File: src/hw/rtl/led_color_linear_smoother_core_macros.svh
// assertion macros for the led color smoother core
// used by the top level, expects i_clk and i_rst_n in scope
`ifndef LED_COLOR_LINEAR_SMOOTHER_CORE_MACROS_SVH
`define LED_COLOR_LINEAR_SMOOTHER_CORE_MACROS_SVH

// same-cycle implication
`define LCS_ASSERT_IMPL(label, ante, cons, msg) \
    label: assert property (@(posedge i_clk) disable iff (!i_rst_n) (ante) |-> (cons)) \
        else $error(msg);

// next-cycle implication
`define LCS_ASSERT_NEXT(label, ante, cons, msg) \
    label: assert property (@(posedge i_clk) disable iff (!i_rst_n) (ante) |=> (cons)) \
        else $error(msg);

`endif

File: src/hw/rtl/lcs_ram.sv
// generic single-write, single-read ram with registered read data
// no dependencies
module lcs_ram #(
    parameter int WIDTH = 24,
    parameter int DEPTH = 64
) (
    input  logic                                   i_clk,
    input  logic                                   i_we,
    input  logic [(DEPTH > 1 ? $clog2(DEPTH) : 1)-1:0] i_waddr,
    input  logic [WIDTH-1:0]                       i_wdata,
    input  logic [(DEPTH > 1 ? $clog2(DEPTH) : 1)-1:0] i_raddr,
    output logic [WIDTH-1:0]                       o_rdata
);

    logic [WIDTH-1:0] r_mem [DEPTH];

    always_ff @(posedge i_clk) begin
        if (i_we) begin
            r_mem[i_waddr] <= i_wdata;
        end
        o_rdata <= r_mem[i_raddr];
    end

endmodule

File: config.mk
export PLATFORM = sky130hd
export DESIGN_NAME = lcs_ram
export DESIGN_NICKNAME = d
export VERILOG_FILES = /design/src/hw/rtl/led_color_linear_smoother_core_macros.svh /design/src/hw/rtl/lcs_ram.sv
export SDC_FILE = /design/constraint.sdc
export NUM_CORES = 1
export LEC_CHECK = 0
export BUFFER_PORTS_ARGS = -buffer_cell sky130_fd_sc_hd__buf_2
export CORE_ASPECT_RATIO = 2
export CORE_MARGIN = 2
export CORE_UTILIZATION = 55
export DETAILED_ROUTE_END_ITERATION = 8
export PLACE_DENSITY = 0.77
export SLEW_MARGIN = 10
export SYNTH_ARGS = -nofsm -noshare
export SYNTH_HDL_FRONTEND = slang
export SYNTH_SLANG_ARGS = --single-unit
export TNS_END_PERCENT = 50
File: constraint.sdc
create_clock -name i_clk -period 3.8 [get_ports i_clk]
set_input_delay 0.19 -clock i_clk [delete_from_list [all_inputs] [get_ports i_clk]]
set_output_delay 0.19 -clock i_clk [all_outputs]
set_load 0.01 [all_outputs]
Word level (Yosys, flattened, before mapping) --
Memories as Yosys holds them, arrays and structs flattened. A register that Yosys moved wholly into a read port is not among the register bits. Cells that the tools add are included.
Storage, ports and cells: register bits after elaboration 0, memory bits (writable) 1536, bits of input ports 38, output and inout bits 24, word-level logic and storage cells 3, memories kept 1
Memories:
- r_mem | words 64, bits a word 24, read ports 1, clocked after Yosys merged registers in 1, wr ports 1, line lcs_ram.sv:15 | logic [WIDTH-1:0] r_mem [DEPTH];
Cells by class: mux-type cells 2
Operator list (count):
- 1-bit two-way mux | 2

Longest topological paths before layout --
depth after elaboration 2, mapped depth 9, gate-level depth less buffers 5

Least setup slack after synthesis --
OpenSTA, ideal clock, no wires.
path kind input-to-reg, start point input i_waddr[3] in the netlist's numbering, end point memory r_mem[48][0], enable pin, setup time 435 ps, arrival 2352 ps, data required time 3365 ps, slack 1013 ps, stages 4, path buffers 1, cell sequence clkbuf_1 nor2b_1 nand4b_1 nor3_1
RTL lines:
- start: declaration | line lcs_ram.sv:9 | input logic [(DEPTH > 1 ? $clog2(DEPTH) : 1)-1:0] i_waddr,
- end: declaration | line lcs_ram.sv:15
No word-level cell before the write port.

==> flow_summary.yaml <==
synth:
  synth-warning-count: 0
  synth.ff_latch_count: 1560
  synth_top_cells_by_area: "sky130_fd_sc_hd__edfxtp_1, sky130_fd_sc_hd__mux4_2, sky130_fd_sc_hd__mux2i_1"
  synthesis.area_per_instance_sq_um: 22.72
  synth-seq-area-share: 0.7860
  syn_inst: 2610
  netlist-cell-type-count: 40
  synth.top_cell.area_share: 0.7779
  netlist_area_sq_um: 59300
  yosysTopAreaCell: "sky130_fd_sc_hd__edfxtp_1"
  postSynthNetCount: 2648
setup_path:
  worstSetupEndpointType: "register"
  startpoint_type: "register"
  critical_path_class: "register to register"
  cp.required_ns: 4.43
  arrival_ns: 2.88
  crit_path_max_fanout: 1
global_route:
  globalRoute.totalOverflow: 0
  grt_start_max_net_pins: 70
  antenna_found_initial: 8
  grt_pass1_vias: 29730
  gr-usage-all-layers: 0.2684
  grt_pass1_wl_um: 210000
drt:
  finalWirelength_um: 147400
  drt_pre_antenna_iters: 5
  final_antenna_net_count: 0
  drt_drc_violations_left: 0
  detail_route.wl_per_cell_um: 34.47
  detail_route.vias_per_cell: 6.787
  vias: 29030
  detailedRoute.firstIterationViolations: 3787
die:
  floorplan.initialDensity: 0.5531
  placement_rows: 170
  boundaryPins: 62
  die_x_um: 236.2
  design.die.area_sq_um: 110600
  design.core.area_sq_um: 107200
  die_h_um: 468.4
placement:
  globalplace.congestion: 0.8966
  hpwl_um: 91460
  place.port_buffers: 61
  place_area_sq_um: 61930
sta:
  tightestPinTransition_ns: 1.234
  setup-tns-final_ns: 0
  worst_clock_skew_on_the_final_layout_ns: 0.02352
  max_freq_ghz: 0.4429
  hold_viol_final: 0
  min_period_ns: 2.258
  maxSlewHeadroom: 0.1775
  setup-violations-final: 0
  min_period_over_period: 0.5941
  final_slew_viol_count: 0
  rsz0062_at_grt: "no"
cells_and_area:
  stdcell_area_sq_um: 66170
  nFillCells: 6946
  final_nets: 2833
  area_growth_pct: 11.60
  layout-drive-gt1-share: 0.3037
cts:
  clock-sinks: 1560
  clock_tree.root_cell: "sky130_fd_sc_hd__clkbuf_16"
  cts_max_level: 3
  cts_inserted_buffers: 117
  clk_pin_slew_ns: 0.07
  tritoncts: "yes"
  cts_buffer_depth: 3
  clock_latency_ns: 0.75
power_and_ir_drop:
  cellLeakagePower_nw: 20.81
  power.density_nw_per_um2: 516.1
  vdd_drop_max_v: 0.0004153
  post-layout-total-power_mw: 34.15
flow_run:
  max_cap_viol_count: 0
min_path:
  worst_min_path_class: "input pin to register"
run_status:
  status: "finished, final reports clean"
==> critical path: stages, from the launching register on <==
cell and delay, ns:
sky130_fd_sc_hd__edfxtp_1 0.38, sky130_fd_sc_hd__mux4_2 0.59, sky130_fd_sc_hd__mux2_2 0.39, sky130_fd_sc_hd__a221oi_1 0.41, sky130_fd_sc_hd__buf_4 0.18, sky130_fd_sc_hd__a31oi_1 0.05
sky130_fd_sc_hd__o21a_1 0.17
==> metrics by stage <==
stage / cells / util / setup slack, ns / hold slack [ns]
2_1_floorplan: 2610 / - / 1.013 / 0.2889
3_3_place_gp: 4044 / 0.5776 / 1.094 / 0.3938
3_5_place_dp: 4044 / 0.5776 / 1.073 / 0.3997
4_1_cts: 4273 / 0.6170 / 1.562 / 0.05844
5_1_grt: 4275 / 0.6172 / 1.531 / 0.04158
6_report: 4277 / 0.6173 / 1.542 / 0.02754
==> logic make-up (layout without fill, tap and decap cells) <==
group / after synthesis / count (layout) / synth area share
DFF: 1560 / 1560 / 0.7860
buffers and inverters: 144 / 432 / 0.01310
and+or+nand+nor: 196 / 196 / 0.01557
AOI/OAI and AO/OA: 207 / 207 / 0.02441
other: 0 / 3 / 0
muxes: 503 / 503 / 0.1609
==> metal layers <==
layer,track usage,up-vias,routed length [um]
met5,0,-,12
met4,0.1565,2,9645
li1,-,11460,-
met2,0.4920,1832,80610
met1,0.2986,15310,46650
met3,0.03822,427,10520
==> Yosys cell counts, drive strengths merged <==
master,n
or2,3
buf,97
nand4b,1
nand3b,3
o21a,13
nand3,20
and2,4
nor3,2
mux4,355
nand2,36
o22ai,53
clkinv,1
nand4,2
or3,10
a31oi,13
edfxtp,1536
mux2,53
o21ai,18
a22oi,29
clkbuf,45
dfxtp,24
a221o,4
nor2,80
nor2b,9
o221ai,1
mux2i,95
inv,1
a221oi,52
nand2b,6
or3b,3
and2b,1
a21oi,22
and3,16
o211ai,2
==> registers in the layout, summed over array words and instances (netlist names) <==
signal	count
o_rdata	24
r_mem	1536
==> report_power, final <==
part	switching [mW]	leakage, nW	internal, mW	total [mW]
logic	1.11	4.78	0.643	1.75
registers	0.0775	14.0	19.0	19.1
clock network	5.91	2.01	7.39	13.3
==> what timing repair did <==
item,CTS,global route
buffers inserted,0,0
hold buffers,7,0
hold endpoints to repair,113,0
resized for setup,0,0
==> layout by cell type, fill, tap and decap left out, types with 5 or more instances in the layout <==
master / netlist / layout
sky130_fd_sc_hd__bufinv_16: 0 / 23
sky130_fd_sc_hd__clkbuf_16: 0 / 119
sky130_fd_sc_hd__or3_1: 10 / 10
sky130_fd_sc_hd__nand2b_1: 6 / 6
sky130_fd_sc_hd__clkinv_4: 0 / 5
sky130_fd_sc_hd__mux2_2: 53 / 53
sky130_fd_sc_hd__nand2_1: 36 / 36
sky130_fd_sc_hd__o21a_1: 13 / 13
sky130_fd_sc_hd__a31oi_1: 13 / 13
sky130_fd_sc_hd__dlygate4sd3_1: 0 / 7
sky130_fd_sc_hd__buf_4: 31 / 130
sky130_fd_sc_hd__o21ai_0: 12 / 12
sky130_fd_sc_hd__buf_2: 45 / 56
sky130_fd_sc_hd__nand3_1: 20 / 20
sky130_fd_sc_hd__clkinv_1: 1 / 13
sky130_fd_sc_hd__inv_6: 0 / 6
sky130_fd_sc_hd__buf_12: 0 / 12
sky130_fd_sc_hd__a21oi_1: 22 / 22
sky130_fd_sc_hd__a221oi_1: 52 / 52
sky130_fd_sc_hd__mux4_2: 355 / 355
sky130_fd_sc_hd__nor2b_1: 9 / 9
sky130_fd_sc_hd__o21ai_1: 6 / 6
sky130_fd_sc_hd__a22oi_1: 29 / 29
sky130_fd_sc_hd__o22ai_1: 53 / 53
sky130_fd_sc_hd__nor2_1: 80 / 18
sky130_fd_sc_hd__nor2_2: 0 / 62
sky130_fd_sc_hd__dfxtp_1: 24 / 24
sky130_fd_sc_hd__clkinv_2: 0 / 30
sky130_fd_sc_hd__clkinvlp_4: 0 / 14
sky130_fd_sc_hd__mux2i_1: 95 / 95
sky130_fd_sc_hd__clkbuf_1: 44 / 10
sky130_fd_sc_hd__edfxtp_1: 1536 / 1536
sky130_fd_sc_hd__and3_1: 16 / 16
==> path summary, 6_finish.rpt <==
kind / startpoint / end / slack [ns] / depth (start not counted)
min reg2reg: r_mem[22][9] / o_rdata[9] / 0.95 / 4
max: r_mem[35][14] / o_rdata[14] / 1.54 / 6
max reg2reg: r_mem[35][14] / o_rdata[14] / 1.54 / 6
min: i_wdata[17] / r_mem[44][17] / 0.03 / 1
==> final cells by class <==
type,count,area [sq um],area share
diodes,3,7.507,0.0001134
clock buffers,132,3057,0.04619
clock inverters,90,1087,0.01643
inverters,2,7.507,0.0001134
multi-input cells,906,12080,0.1825
flip-flops and latches,1560,46600,0.7043
well taps,1376,1722,0.02602
repair buffers,208,1608,0.02430
No activity file was read; power rests on OpenSTA's default activity.
