`src/hw/rtl/led_color_linear_smoother_core_macros.svh`:
```
// assertion macros for the led color smoother core
// used by the top level, expects i_clk and i_rst_n in scope
`ifndef LED_COLOR_LINEAR_SMOOTHER_CORE_MACROS_SVH
`define LED_COLOR_LINEAR_SMOOTHER_CORE_MACROS_SVH

// same-cycle implication
`define LCS_ASSERT_IMPL(label, ante, cons, msg) \
    label: assert property (@(posedge i_clk) disable iff (!i_rst_n) (ante) |-> (cons)) \
        else $error(msg);

// next-cycle implication
`define LCS_ASSERT_NEXT(label, ante, cons, msg) \
    label: assert property (@(posedge i_clk) disable iff (!i_rst_n) (ante) |=> (cons)) \
        else $error(msg);

`endif

```
`src/hw/rtl/lcs_pkg.sv`:
```
// shared types and codes of the led color smoother
// no dependencies
package lcs_pkg;

    typedef enum logic [2:0] {
        ST_IDLE,
        ST_DIV,
        ST_RD,
        ST_WR,
        ST_CLR_TGT,
        ST_CLR_DLY,
        ST_OFF
    } t_state;

    typedef enum logic [1:0] {
        Q_DIRECT,
        Q_IN,
        Q_OUT
    } t_qmode;

    localparam logic [1:0] OP_TARGET = 2'd0;
    localparam logic [1:0] OP_TICK   = 2'd1;
    localparam logic [1:0] OP_OFF    = 2'd2;

    localparam logic [1:0] CFG_SETTLE = 2'd0;
    localparam logic [1:0] CFG_DELAY  = 2'd1;
    localparam logic [1:0] CFG_CONT   = 2'd2;
    localparam logic [1:0] CFG_COUNT  = 2'd3;

    localparam logic [15:0] SETTLE_RST = 16'd200;
    localparam logic [6:0]  COUNT_RST  = 7'd64;

    typedef struct packed {
        logic        start;
        logic [31:0] num;
        logic [31:0] den;
    } t_div_req;

endpackage

```
`src/hw/rtl/lcs_div.sv`:
```
// restoring divider for the smoothing factor, one quotient bit per cycle
// depends on lcs_pkg
module lcs_div import lcs_pkg::*; #(
    parameter int K_FRAC_BITS = 16
) (
    input  logic                   i_clk,
    input  logic                   i_rst_n,
    input  t_div_req               i_req,
    output logic                   o_done,
    output logic [K_FRAC_BITS-1:0] o_quot
);

    localparam int CW = $clog2(K_FRAC_BITS + 1);

    logic [32:0]            r_rem, n_rem;
    logic [31:0]            r_den;
    logic [K_FRAC_BITS-1:0] r_quot, n_quot;
    logic [CW-1:0]          r_cnt;
    logic                   r_busy;
    logic                   r_done;
    logic [32:0]            shifted;

    // numerator is below the divisor, so the remainder fits in 33 bits
    always_comb begin
        shifted = {r_rem[31:0], 1'b0};
        if (shifted >= {1'b0, r_den}) begin
            n_rem  = shifted - {1'b0, r_den};
            n_quot = {r_quot[K_FRAC_BITS-2:0], 1'b1};
        end else begin
            n_rem  = shifted;
            n_quot = {r_quot[K_FRAC_BITS-2:0], 1'b0};
        end
    end

    always_ff @(posedge i_clk) begin
        if (!i_rst_n) begin
            r_busy <= 1'b0;
            r_done <= 1'b0;
            r_cnt  <= '0;
        end else begin
            r_done <= 1'b0;
            if (i_req.start) begin
                r_busy <= 1'b1;
                r_cnt  <= '0;
            end else if (r_busy) begin
                r_cnt <= r_cnt + 1'b1;
                if (r_cnt == CW'(K_FRAC_BITS - 1)) begin
                    r_busy <= 1'b0;
                    r_done <= 1'b1;
                end
            end
        end
    end

    always_ff @(posedge i_clk) begin
        if (i_req.start) begin
            r_rem  <= {1'b0, i_req.num};
            r_den  <= i_req.den;
            r_quot <= '0;
        end else if (r_busy) begin
            r_rem  <= n_rem;
            r_quot <= n_quot;
        end
    end

    assign o_done = r_done;
    assign o_quot = r_quot;

endmodule

```
`config.mk`:
```
export PLATFORM = sky130hd
export DESIGN_NAME = lcs_div
export DESIGN_NICKNAME = d
export VERILOG_FILES = /design/src/hw/rtl/led_color_linear_smoother_core_macros.svh /design/src/hw/rtl/lcs_pkg.sv /design/src/hw/rtl/lcs_div.sv
export SDC_FILE = /design/constraint.sdc
export NUM_CORES = 1
export LEC_CHECK = 0
export BUFFER_PORTS_ARGS = -buffer_cell sky130_fd_sc_hd__buf_2
export CAP_MARGIN = 20
export CORE_MARGIN = 1
export CORE_UTILIZATION = 60
export DETAILED_ROUTE_END_ITERATION = 7
export HOLD_SLACK_MARGIN = 0.02
export PLACE_DENSITY = 0.92
export SLEW_MARGIN = 30
export SYNTH_ARGS = -nofsm -noshare
export SYNTH_HDL_FRONTEND = slang
export SYNTH_SLANG_ARGS = --single-unit
```
`constraint.sdc`:
```
create_clock -name i_clk -period 5.9 [get_ports i_clk]
set_input_delay 0.885 -clock i_clk [delete_from_list [all_inputs] [get_ports i_clk]]
set_output_delay 0.885 -clock i_clk [all_outputs]
set_load 0.01 [all_outputs]
```
=== After elaboration in Yosys (flattened, before gate mapping) ===
Cells that the tools add are included.

* Input port bits: 67
* Flip-flop bits (word level): 87
* Output and inout port bits: 17

* Reduce and logical (&&, ||, !) cells: 3
* Eq/ne operators: 1
* Bitwise operators: 2
* Add/sub/neg operators: 2
* $lt $le $gt $ge: 1
* Multiplexer cells: 8

{| class="wikitable"
|+ Operator list
! kind !! count
|-
| 2-to-1 mux 32 bit || 3
|-
| greater-or-equal comparator 33 x 32 -> 1 bit || 1
|-
| subtractor 32 bit || 1
|-
| adder 5 x 1 -> 5 bit, second input constant || 1
|-
| equality test 5 x 4 -> 1 bit, second input constant || 1
|-
| 2-to-1 mux 1 bit || 5
|-
| OR reduction 3 bit || 1
|-
| NOT 1 bit || 2
|-
| nonzero test 2 bit || 1
|-
| OR reduction 2 bit || 1
|}

=== Longest topological paths before layout ===
Gate-level depths: netlist of the first run.

* Word-level depth: 4
* Mapped depth: 13
* Depth with buffers taken out: 10

=== Least setup slack after synthesis of the first run ===
OpenSTA, ideal clock, no wires.

* Kind: reg-to-reg
* Start: reg r_rem[10]
* End: reg r_rem[26], data pin
* Arrival: 2.535 ns
* Slack: 3.104 ns
* Buffers on the path: 2
* Stages on the path, launching flop included: 11
* Cell sequence: edfxtp_1 ha_1 clkbuf_1 nand2_1 a2111oi_4 o31ai_2 a211oi_2 o211ai_2 and2_4 buf_6 a311o_1

* Cells in the longest elaborated chain, start to end: 4

{| class="wikitable"
|+ Ends and longest elaborated chain
! item !! RTL line !! text
|-
| start, declared || lcs_div.sv:15 || <nowiki>logic [32:0] r_rem, n_rem;</nowiki>
|-
| start signal, assigned || lcs_div.sv:57 || <nowiki>r_rem <= {1'b0, i_req.num};</nowiki>
|-
| start signal, assigned || lcs_div.sv:61 || <nowiki>r_rem <= n_rem;</nowiki>
|-
| subtractor 32 bit or greater-or-equal comparator 33 x 32 -> 1 bit (tied branches) || lcs_div.sv:27, lcs_div.sv:26 ||
|-
| 2-to-1 mux 32 bit (*) || lcs_div.sv:26 || <nowiki>if (shifted >= {1'b0, r_den}) begin</nowiki>
|-
| 2-to-1 mux 32 bit (*) || lcs_div.sv:60 || <nowiki>end else if (r_busy) begin</nowiki>
|-
| 2-to-1 mux 32 bit (*) || lcs_div.sv:56 || <nowiki>if (i_req.start) begin</nowiki>
|}

Every way passes the cells marked *; elsewhere a longest branch is shown, timed or not. The select of a mux whose other input is x is not followed.
A chain may end at the register's enable or synchronous reset.

=== Worst setup path in the final report of the first run ===
* Start: reg r_rem[2]
* End: reg r_rem[26], data pin

Same word-level chain as after synthesis.

==> results of run 1 <==
[power groups by stage]
stage / clock (mW) / combinational, mW / sequential, mW
6_report: 0.422 / 0.982 / 0.829
5_1_grt: 0.449 / 1.07 / 0.838
4_1_cts: 0.425 / 0.955 / 0.827
3_5_place_dp: 0 / 0.948 / 0.839
3_3_place_gp: 0 / 0.907 / 0.834
2_1_floorplan: 0 / 0.755 / 0.817
[layout make-up]
class,count,area (um^2)
clock buffer,9,124
timing repair buffer,87,455
clock inverter,7,71.3
sequential,87,2380
tap,108,135
fill,686,2740
multi-input combinational,396,2800
inverter,37,139
[cells by family (layout without fill, tap and decap cells)]
group / count (synthesis) / after routing / share of synthesized area (%)
xor gates and xnor gates: 31 / 31 / 4.89
AOI/OAI and AO/OA: 145 / 145 / 19.1
and+or+nand+nor: 168 / 168 / 15.1
DFF: 87 / 87 / 42.9
adders and majority gates: 35 / 35 / 8.03
buffers and inverters: 83 / 140 / 6.88
muxes: 17 / 17 / 3.09
[routing by layer]
metal	vias to the layer above	global-route usage [%]	share of wire, %
li1	2195	-	-
met2	217	43.4	48
met3	35	5.65	6.8
met5	-	0	0
met4	0	12.5	2.4
met1	2144	34.2	42
[worst paths after layout]
check             slack, ps   endpoint      from  depth (start not counted)
setup / recovery       2090  r_rem[26]  r_rem[2]                         10
hold / removal          490   r_cnt[4]  r_cnt[4]                          2
setup reg to reg       2090  r_rem[26]  r_rem[2]                         10
hold reg to reg         490   r_cnt[4]  r_cnt[4]                          2
[cells in the mapped netlist, types with 4 or more instances]
library cell	n	area, um^2
xnor2_1	14	123
buf_4	15	113
inv_1	36	135
nand2_1	47	176
and2_1	12	75.1
edfxtp_1	64	1920
clkbuf_1	23	86.3
nand3_1	11	55.1
a21oi_1	33	165
o21ai_0	17	85.1
nand2b_1	4	25.0
nand4_1	25	156
ha_1	34	425
a211oi_1	10	75.1
buf_2	5	25.0
o31ai_1	9	67.6
dfxtp_1	23	460
a21o_1	15	113
nor2b_1	6	37.5
and3_1	6	37.5
mux2i_1	16	160
nor2_1	38	143
a41oi_1	7	61.3
nor3_1	5	25.0
xor2_1	17	149
o311ai_1	19	166
[registers in the layout (all words and copies together), names as in the netlist]
register,cells
r_cnt,5
r_busy,1
r_den,32
o_done,1
r_rem,32
o_quot,16
[stage by stage]
step | setup slack (ps) | util (%) | hold WS [ps] | instance area [um^2] | cells
6_report | 2090 | 69.0 | 495 | 6110 | 731
3_5_place_dp | 2190 | 66.7 | 474 | 5900 | 714
4_1_cts | 2110 | 68.9 | 490 | 6090 | 730
2_1_floorplan | 3100 | - | 456 | 5550 | 566
3_3_place_gp | 2300 | 66.7 | 465 | 5900 | 714
5_1_grt | 1900 | 69.0 | 499 | 6110 | 731
[critical path, stage by stage, from the launching register on]
cell and delay (ps):
edfxtp_1 420, ha_1 380, a21o_1 200, a21oi_1 430, a2111oi_4 160, o31ai_2 290, a211oi_2 150, o211ai_2 730
buf_4 350, a211oi_1 110, a311o_1 350
==> impl_metrics.tcl, run 1 <==
set metrics [dict create \
    synth_fp_nets 668 \
    placementRows 34 \
    grt_antenna_before_repair 0 \
    htree_levels 3 \
    syn_area_um2 5550 \
    p_sw_mw 0.894 \
    area_growth_pct 10.1 \
    dr.pass1.iters 8 \
    leakagePower_nw 2.63 \
    postCtsSetupBuffers 0 \
    grt_start_max_net_pins 58 \
    ctsResizeCount 0 \
    grt_pass1_wl_um 20700 \
    power.internal_mw 1.34 \
    vias 4591 \
    cts_buffers 9 \
    start_kind "flip-flop" \
    drt_iter0_markers 343 \
    synthArstFlopShare_pct 0 \
    ant_nets 0 \
    layout_common_cells "82 x buf_2, 64 x edfxtp_1, 47 x nand2_1, 38 x nor2_1, 36 x inv_1" \
    cts.clk_slew.worst_paths_ps 110 \
    fmax_ghz 0.263 \
    finClkSkew_ps 21.1 \
    crit_path_end_kind "flip-flop" \
    ys.flop_type "edfxtp_1" \
    insertion_delay_ps 380 \
    tns_ps 0 \
    setup_violations 0 \
    cts_sinks 87 \
    wl_per_cell_um 17.1 \
    die_w_um 98.2 \
    clk_path_buf_depth 2 \
    status "finished, final reports clean" \
    drv_slew 0 \
    worstSetupPathType "flip-flop to flip-flop" \
    p_clk_share_pct 18.9 \
    p_sw_share_pct 40.0 \
    viasPerCell 6.28 \
    critPathMaxFanout 19 \
    drc 0 \
    p_total_mw 2.23 \
    core_area_um2 8850 \
    drive_gt1_share_pct 18.3 \
    die_h_um 98.2 \
    grt.total_usage_pct 26.7 \
    io_buffers 83 \
    seq_area_frac_synth_pct 42.9 \
    combinationalPowerShare_pct 44.0 \
    powerDensity_nw_per_um2 365 \
    cap_violations 0 \
    arrival_ps 3950 \
    ys_ff_latch 87 \
    die_area_um2 9640 \
    antenna_cells 0 \
    nNetsFinal 720 \
    crit_required_ps 6040 \
    grt_pass1_vias 4517 \
    routed_wl_um 12500 \
    start_util_pct 62.7 \
    dp_hpwl_um 8890 \
    hold_violations 0 \
    fin_crit_sh_pct 64.5 \
    pwr-share-seq_pct 37.1 \
    layout_commonest_cell "buf_2" \
    grt_overflow 0 \
    synth_cell_type_count 63 \
    max-vdd-ir-drop_uv 216 \
    period_needed_ps 3810 \
    holdBufCountCts 0 \
    holdCritPathClass "flip-flop to flip-flop" \
    syn_inst 566 \
    tightestPinTransition_ps 860 \
    yosys_warnings 0 \
    cts_tree "yes" \
    pin_count 84 \
    avgSynthCellArea_um2 9.81 \
    rsz0062_at_grt "false" \
    gp_congestion 0.943 \
    synth-edff-count 64 \
    maxSlewHeadroom_pct 42.5 \
    cts-root-buf "clkbuf_8" \
]
No activity file was read; power rests on OpenSTA's default activity.
==> run 2, diff against run 1 <==
--- a/config.mk
+++ b/config.mk
@@ -8,10 +8,10 @@
 export BUFFER_PORTS_ARGS = -buffer_cell sky130_fd_sc_hd__buf_2
 export CAP_MARGIN = 20
 export CORE_MARGIN = 1
-export CORE_UTILIZATION = 60
+export CORE_UTILIZATION = 58
 export DETAILED_ROUTE_END_ITERATION = 7
 export HOLD_SLACK_MARGIN = 0.02
-export PLACE_DENSITY = 0.92
+export PLACE_DENSITY = 0.9
 export SLEW_MARGIN = 30
 export SYNTH_ARGS = -nofsm -noshare
 export SYNTH_HDL_FRONTEND = slang
==> constraint.sdc (replaced) <==
create_clock -name i_clk -period 3.6 [get_ports i_clk]
set_input_delay 0.54 -clock i_clk [delete_from_list [all_inputs] [get_ports i_clk]]
set_output_delay 0.54 -clock i_clk [all_outputs]
set_load 0.01 [all_outputs]
==> run 2 against run 1 <==
Sequential power grew 63%. Maximum frequency is 15% higher. Sequential cell count did not move. Non-clock buffer count up 4. Global-route usage shrank 0.072 points. Via count down 1.1%. Hold slack lost 160 ps. Wire length fell by 0.46%. Clock skew down 11 ps. Clock power rose by 72%. Largest cell class unchanged. Combinational power increased by 63%.
==> impl_metrics.tcl, run 2 (synthesis results as in run 1) <==
set metrics [dict create \
    status "finished, final reports clean" \
    cp-startpoint "r_rem[2]" \
    start_util_pct 60.1 \
    cts.clk_slew.worst_paths_ps 100 \
    drv_slew 0 \
    powerDensity_nw_per_um2 596 \
    viasPerCell 6.01 \
    routed_wl_um 12400 \
    dp.cells 740 \
    fin_crit_sh_pct 91.7 \
    wl_per_cell_um 16.4 \
    grt_overflow 0 \
    setup_violations 0 \
    core_area_um2 9240 \
    nNetsFinal 724 \
    cts_tree "yes" \
    ant_nets 0 \
    drc 0 \
    cap_violations 0 \
    die_w_um 99.8 \
    p_sw_mw 1.42 \
    finClkSkew_ps 10.3 \
    tightestPinTransition_ps 822 \
    layout_commonest_cell "buf_2" \
    p_clk_share_pct 19.8 \
    pwr-share-seq_pct 36.8 \
    dp_hpwl_um 8960 \
    die_h_um 99.8 \
    grt_start_max_net_pins 54 \
    cts_sinks 87 \
    start_kind "flip-flop" \
    leakagePower_nw 2.66 \
    fmax_ghz 0.303 \
    layout_common_cells "82 x buf_2, 64 x edfxtp_1, 47 x nand2_1, 38 x nor2_1, 36 x inv_1" \
    tns_ps 0 \
    timing.rr.start "r_rem[2]" \
    power.internal_mw 2.26 \
    fin_cells 756 \
    crit_family "compound AO/OA/AOI/OAI gates" \
    grt_pass1_vias 4456 \
    fillCellCount 741 \
    worstPathCellList "ha_1 > a21o_1 > a21oi_1 > a2111oi_4 > o31ai_2 > a211oi_2 > o211ai_2 > and2_4 > o311ai_1" \
    max-vdd-ir-drop_uv 380 \
    holdBufCountCts 0 \
    p_sw_share_pct 38.5 \
    dr.pass1.iters 5 \
    vias 4541 \
    htree_levels 3 \
    crit_required_ps 3690 \
    cp_num_buf_inv 0 \
    post-place-ws_ps 424 \
    crit_path_end_kind "flip-flop" \
    postCtsSetupBuffers 0 \
    area_growth_pct 11.2 \
    cpPeakStageDelay_ps 480 \
    arrival_ps 3390 \
    worstSetupPathType "flip-flop to flip-flop" \
    holdCritPathClass "input port to flip-flop" \
    critPathMaxFanout 32 \
    rsz0062_at_grt "false" \
    clk_path_buf_depth 2 \
    drt_iter0_markers 333 \
    grt_pass1_wl_um 20900 \
    hold_violations 0 \
    ctsResizeCount 0 \
    cts-root-buf "clkbuf_8" \
    grt_antenna_before_repair 0 \
    maxSlewHeadroom_pct 45.2 \
    gp_congestion 0.991 \
    slowest_stage "and2_4" \
    die_area_um2 9970 \
    cts_buffers 9 \
    pin_count 84 \
    grt.total_usage_pct 26.6 \
    insertion_delay_ps 380 \
    io_buffers 83 \
    antenna_cells 0 \
    hp-start "i_req[31]" \
    fin_ws_ps 298 \
    seqCellArea_um2 2380 \
    period_needed_ps 3300 \
    placementRows 35 \
    drive_gt1_share_pct 18.7 \
    combinationalPowerShare_pct 43.4 \
    multiInputGateArea_um2 2790 \
]
==> run 2: power by group through the flow <==
stage / clock (mW) / sequential (mW) / combinational, mW
floorplan: 0 / 1.34 / 1.24
global placement: 0 / 1.36 / 1.51
detailed placement: 0 / 1.37 / 1.56
CTS: 0.744 / 1.35 / 1.57
global route: 0.776 / 1.37 / 1.76
finish: 0.727 / 1.35 / 1.60
==> run 2: area by class of cell <==
type                       instances  share of cell area (%)
inverter                          37                    2.25
sequential                        87                    38.6
multi-input combinational        396                    45.3
tap                              129                    2.62
clock inverter                     5                   0.690
clock buffer                      11                    2.82
timing repair buffer              91                    7.75
==> run 2: per-layer routing <==
metal	GRT usage (%)	vias to the layer above	share of wire [%]
li1	-	2194	-
met1	34.8	2127	44
met2	42.7	190	47
met3	5.85	30	7.1
met4	11.7	0	2.6
met5	0	-	0
==> run 2: through the flow <==
step | utilization, % | hold WS (ps) | area [um^2] | power, mW
floorplan | - | 456 | 5550 | 2.58
global placement | 64.4 | 465 | 5950 | 2.87
detailed placement | 64.4 | 484 | 5950 | 2.93
CTS | 66.8 | 309 | 6170 | 3.66
global route | 66.8 | 314 | 6170 | 3.90
finish | 66.8 | 331 | 6170 | 3.68
==> run 2: path summary, 6_finish.rpt <==
| check | end | slack [ps] | cells after the start |
|---|---|---|---|
| max | r_rem[13] | 300 | 9 |
| min | r_den[31] | 330 | 1 |
| max reg2reg | r_rem[13] | 300 | 9 |
| min reg2reg | r_cnt[4] | 490 | 2 |
==> run 2: worst register-to-register path, stage by stage, from the launching register on <==
cell,delay [ps]
edfxtp_1,430
ha_1,400
a21o_1,220
a21oi_1,340
a2111oi_4,140
o31ai_2,290
a211oi_2,150
o211ai_2,380
and2_4,480
o311ai_1,200
==> run 3, diff against run 2 <==
--- a/config.mk
+++ b/config.mk
@@ -7,6 +7,7 @@
 export LEC_CHECK = 0
 export BUFFER_PORTS_ARGS = -buffer_cell sky130_fd_sc_hd__buf_2
 export CAP_MARGIN = 20
+export CORE_ASPECT_RATIO = 0.6
 export CORE_MARGIN = 1
 export CORE_UTILIZATION = 58
 export DETAILED_ROUTE_END_ITERATION = 7
==> run 3 against run 2 <==
Non-clock buffer count fell by 2. Highest routed layer unchanged. Hold slack improved by 39 ps. Critical endpoint is now r_rem[7]. Register-to-register slack lost 110 ps. Largest cell class unchanged. Maximum frequency down 3.3%.
==> impl_metrics.tcl, run 3 (synthesis results as in run 1) <==
set metrics [dict create \
    p_total_mw 4.00 \
    whs_endpoint "r_den[0]" \
    htree_levels 3 \
    max-vdd-ir-drop_uv 356 \
    r2r_end "r_rem[7]" \
    powerDensity_nw_per_um2 640 \
    drt_iter0_markers 514 \
    crit_family "compound AO/OA/AOI/OAI gates" \
    dp_hpwl_um 9750 \
    leakagePower_nw 2.69 \
    io_buffers 83 \
    period_needed_ps 3410 \
    pin_count 84 \
    die_w_um 128 \
    antenna_cells 0 \
    cts.clk_slew.worst_paths_ps 60 \
    wl_per_cell_um 17.8 \
    drc 0 \
    insertion_delay_ps 340 \
    final_util_pct 67.8 \
    drive_gt1_share_pct 18.1 \
    critPathMaxFanout 32 \
    cts_tree "yes" \
    grt_antenna_before_repair 0 \
    dp.cells 739 \
    holdCritPathClass "input port to flip-flop" \
    cp-startpoint "r_rem[2]" \
    vias 4714 \
    cts-root-buf "clkbuf_16" \
    start_util_pct 60.2 \
    holdBufCountCts 0 \
    ant_nets 0 \
    worstSetupPathType "flip-flop to flip-flop" \
    die_h_um 77.8 \
    layout_commonest_cell "buf_2" \
    rrSetupSlack_ps 190 \
    postCtsSetupBuffers 0 \
    fin_ws_ps 185 \
    fin_crit_sh_pct 94.9 \
    dr.pass1.iters 5 \
    worstPathCellList "ha_1 > a21o_1 > a21oi_1 > a2111oi_4 > o31ai_2 > a211oi_2 > o211ai_2 > and2_4 > o311ai_1" \
    post-place-ws_ps 299 \
    cpPeakStageDelay_ps 510 \
    arrival_ps 3480 \
    die_area_um2 9980 \
    tns_ps 0 \
    nNetsFinal 722 \
    r2r_cells 9 \
    core_area_um2 9220 \
    grt_start_max_net_pins 60 \
    placementRows 27 \
    area_growth_pct 12.7 \
    cp_num_buf_inv 0 \
    cap_violations 0 \
    viasPerCell 6.24 \
    gp_congestion 0.953 \
    status "finished, final reports clean" \
    grt_pass1_vias 4389 \
    setup_violations 0 \
    layout_common_cells "82 x buf_2, 64 x edfxtp_1, 47 x nand2_1, 38 x nor2_1, 36 x inv_1" \
    fmax_ghz 0.293 \
    slowest_stage "and2_4" \
    maxSlewHeadroom_pct 44.4 \
    rsz0062_at_grt "false" \
    hold_violations 0 \
    finClkSkew_ps 4.75 \
    clk_path_buf_depth 2 \
    cts_buffers 9 \
    grt_overflow 0 \
    crit_required_ps 3660 \
    min_delay_path_depth 1 \
    cts_sinks 87 \
    start_kind "flip-flop" \
    crit_path_end_kind "flip-flop" \
    grt.total_usage_pct 27.4 \
    tightestPinTransition_ps 834 \
    hp-start "i_req[0]" \
    grt_pass1_wl_um 21400 \
    timing.rr.start "r_rem[2]" \
    routed_wl_um 13400 \
    drv_slew 0 \
    ctsResizeCount 0 \
    fin_cells 755 \
]
## run 3: cell types whose count changed in the layout (fill, tap and decap cells not counted)
cell | before | now
buf_4 | 9 | 7
bufinv_16 | 0 | 2
clkbuf_1 | 0 | 2
clkbuf_16 | 2 | 9
clkbuf_8 | 9 | 0
clkinv_4 | 1 | 0
clkinvlp_4 | 0 | 1
inv_6 | 2 | 1
inv_8 | 1 | 0
## run 3: worst max path at each step
stage	to	slack [ps]	cells past startpoint
floorplan	r_rem[26]	800	10
global route	r_rem[11]	20	9
CTS	r_rem[16]	270	9
global placement	r_rem[15]	410	9
detailed placement	r_rem[20]	300	9
finish	r_rem[7]	190	9
## run 3: worst reg2reg max path: cells and delay by family, from the launching register on
| family | cells | cell delay, ps |
|---|---|---|
| AO/OA/AOI/OAI | 7 | 1860 |
| adder cells (fa/ha/maj) | 1 | 370 |
| flip-flops | 1 | 400 |
| AND/OR/NAND/NOR | 1 | 510 |
## run 3: per-stage QoR
| stage | area, um^2 | hold slack, ps |
|---|---|---|
| after floorplan | 5550 | 456 |
| after global placement | 5940 | 466 |
| after detailed placement | 5940 | 495 |
| after CTS | 6250 | 365 |
| after global routing | 6250 | 361 |
| final | 6250 | 370 |
## run 3: power breakdown
| part | internal, mW | leakage, nW | switching [mW] |
|---|---|---|---|
| clock network | 0.609 | 0.150 | 0.375 |
| logic | 0.654 | 1.71 | 1.01 |
| registers | 1.27 | 0.827 | 0.0861 |
| total | 2.53 | 2.69 | 1.47 |
## run 3: final cells by class
| type | instances | area, um^2 |
|---|---|---|
| inverter | 37 | 139 |
| sequential | 87 | 2380 |
| clock inverter | 5 | 81.3 |
| clock buffer | 11 | 233 |
| timing repair buffer | 89 | 463 |
| tap | 130 | 163 |
| fill | 696 | 2970 |
| multi-input combinational | 396 | 2790 |
## run 3: layer usage
metal | GRT usage (%) | up-vias | routed length (um)
met5 | 0 | - | 0
met1 | 39.0 | 2212 | 5950
li1 | - | 2206 | -
met4 | 7.29 | 0 | 196
met2 | 41.7 | 273 | 5840
met3 | 6.55 | 23 | 1460
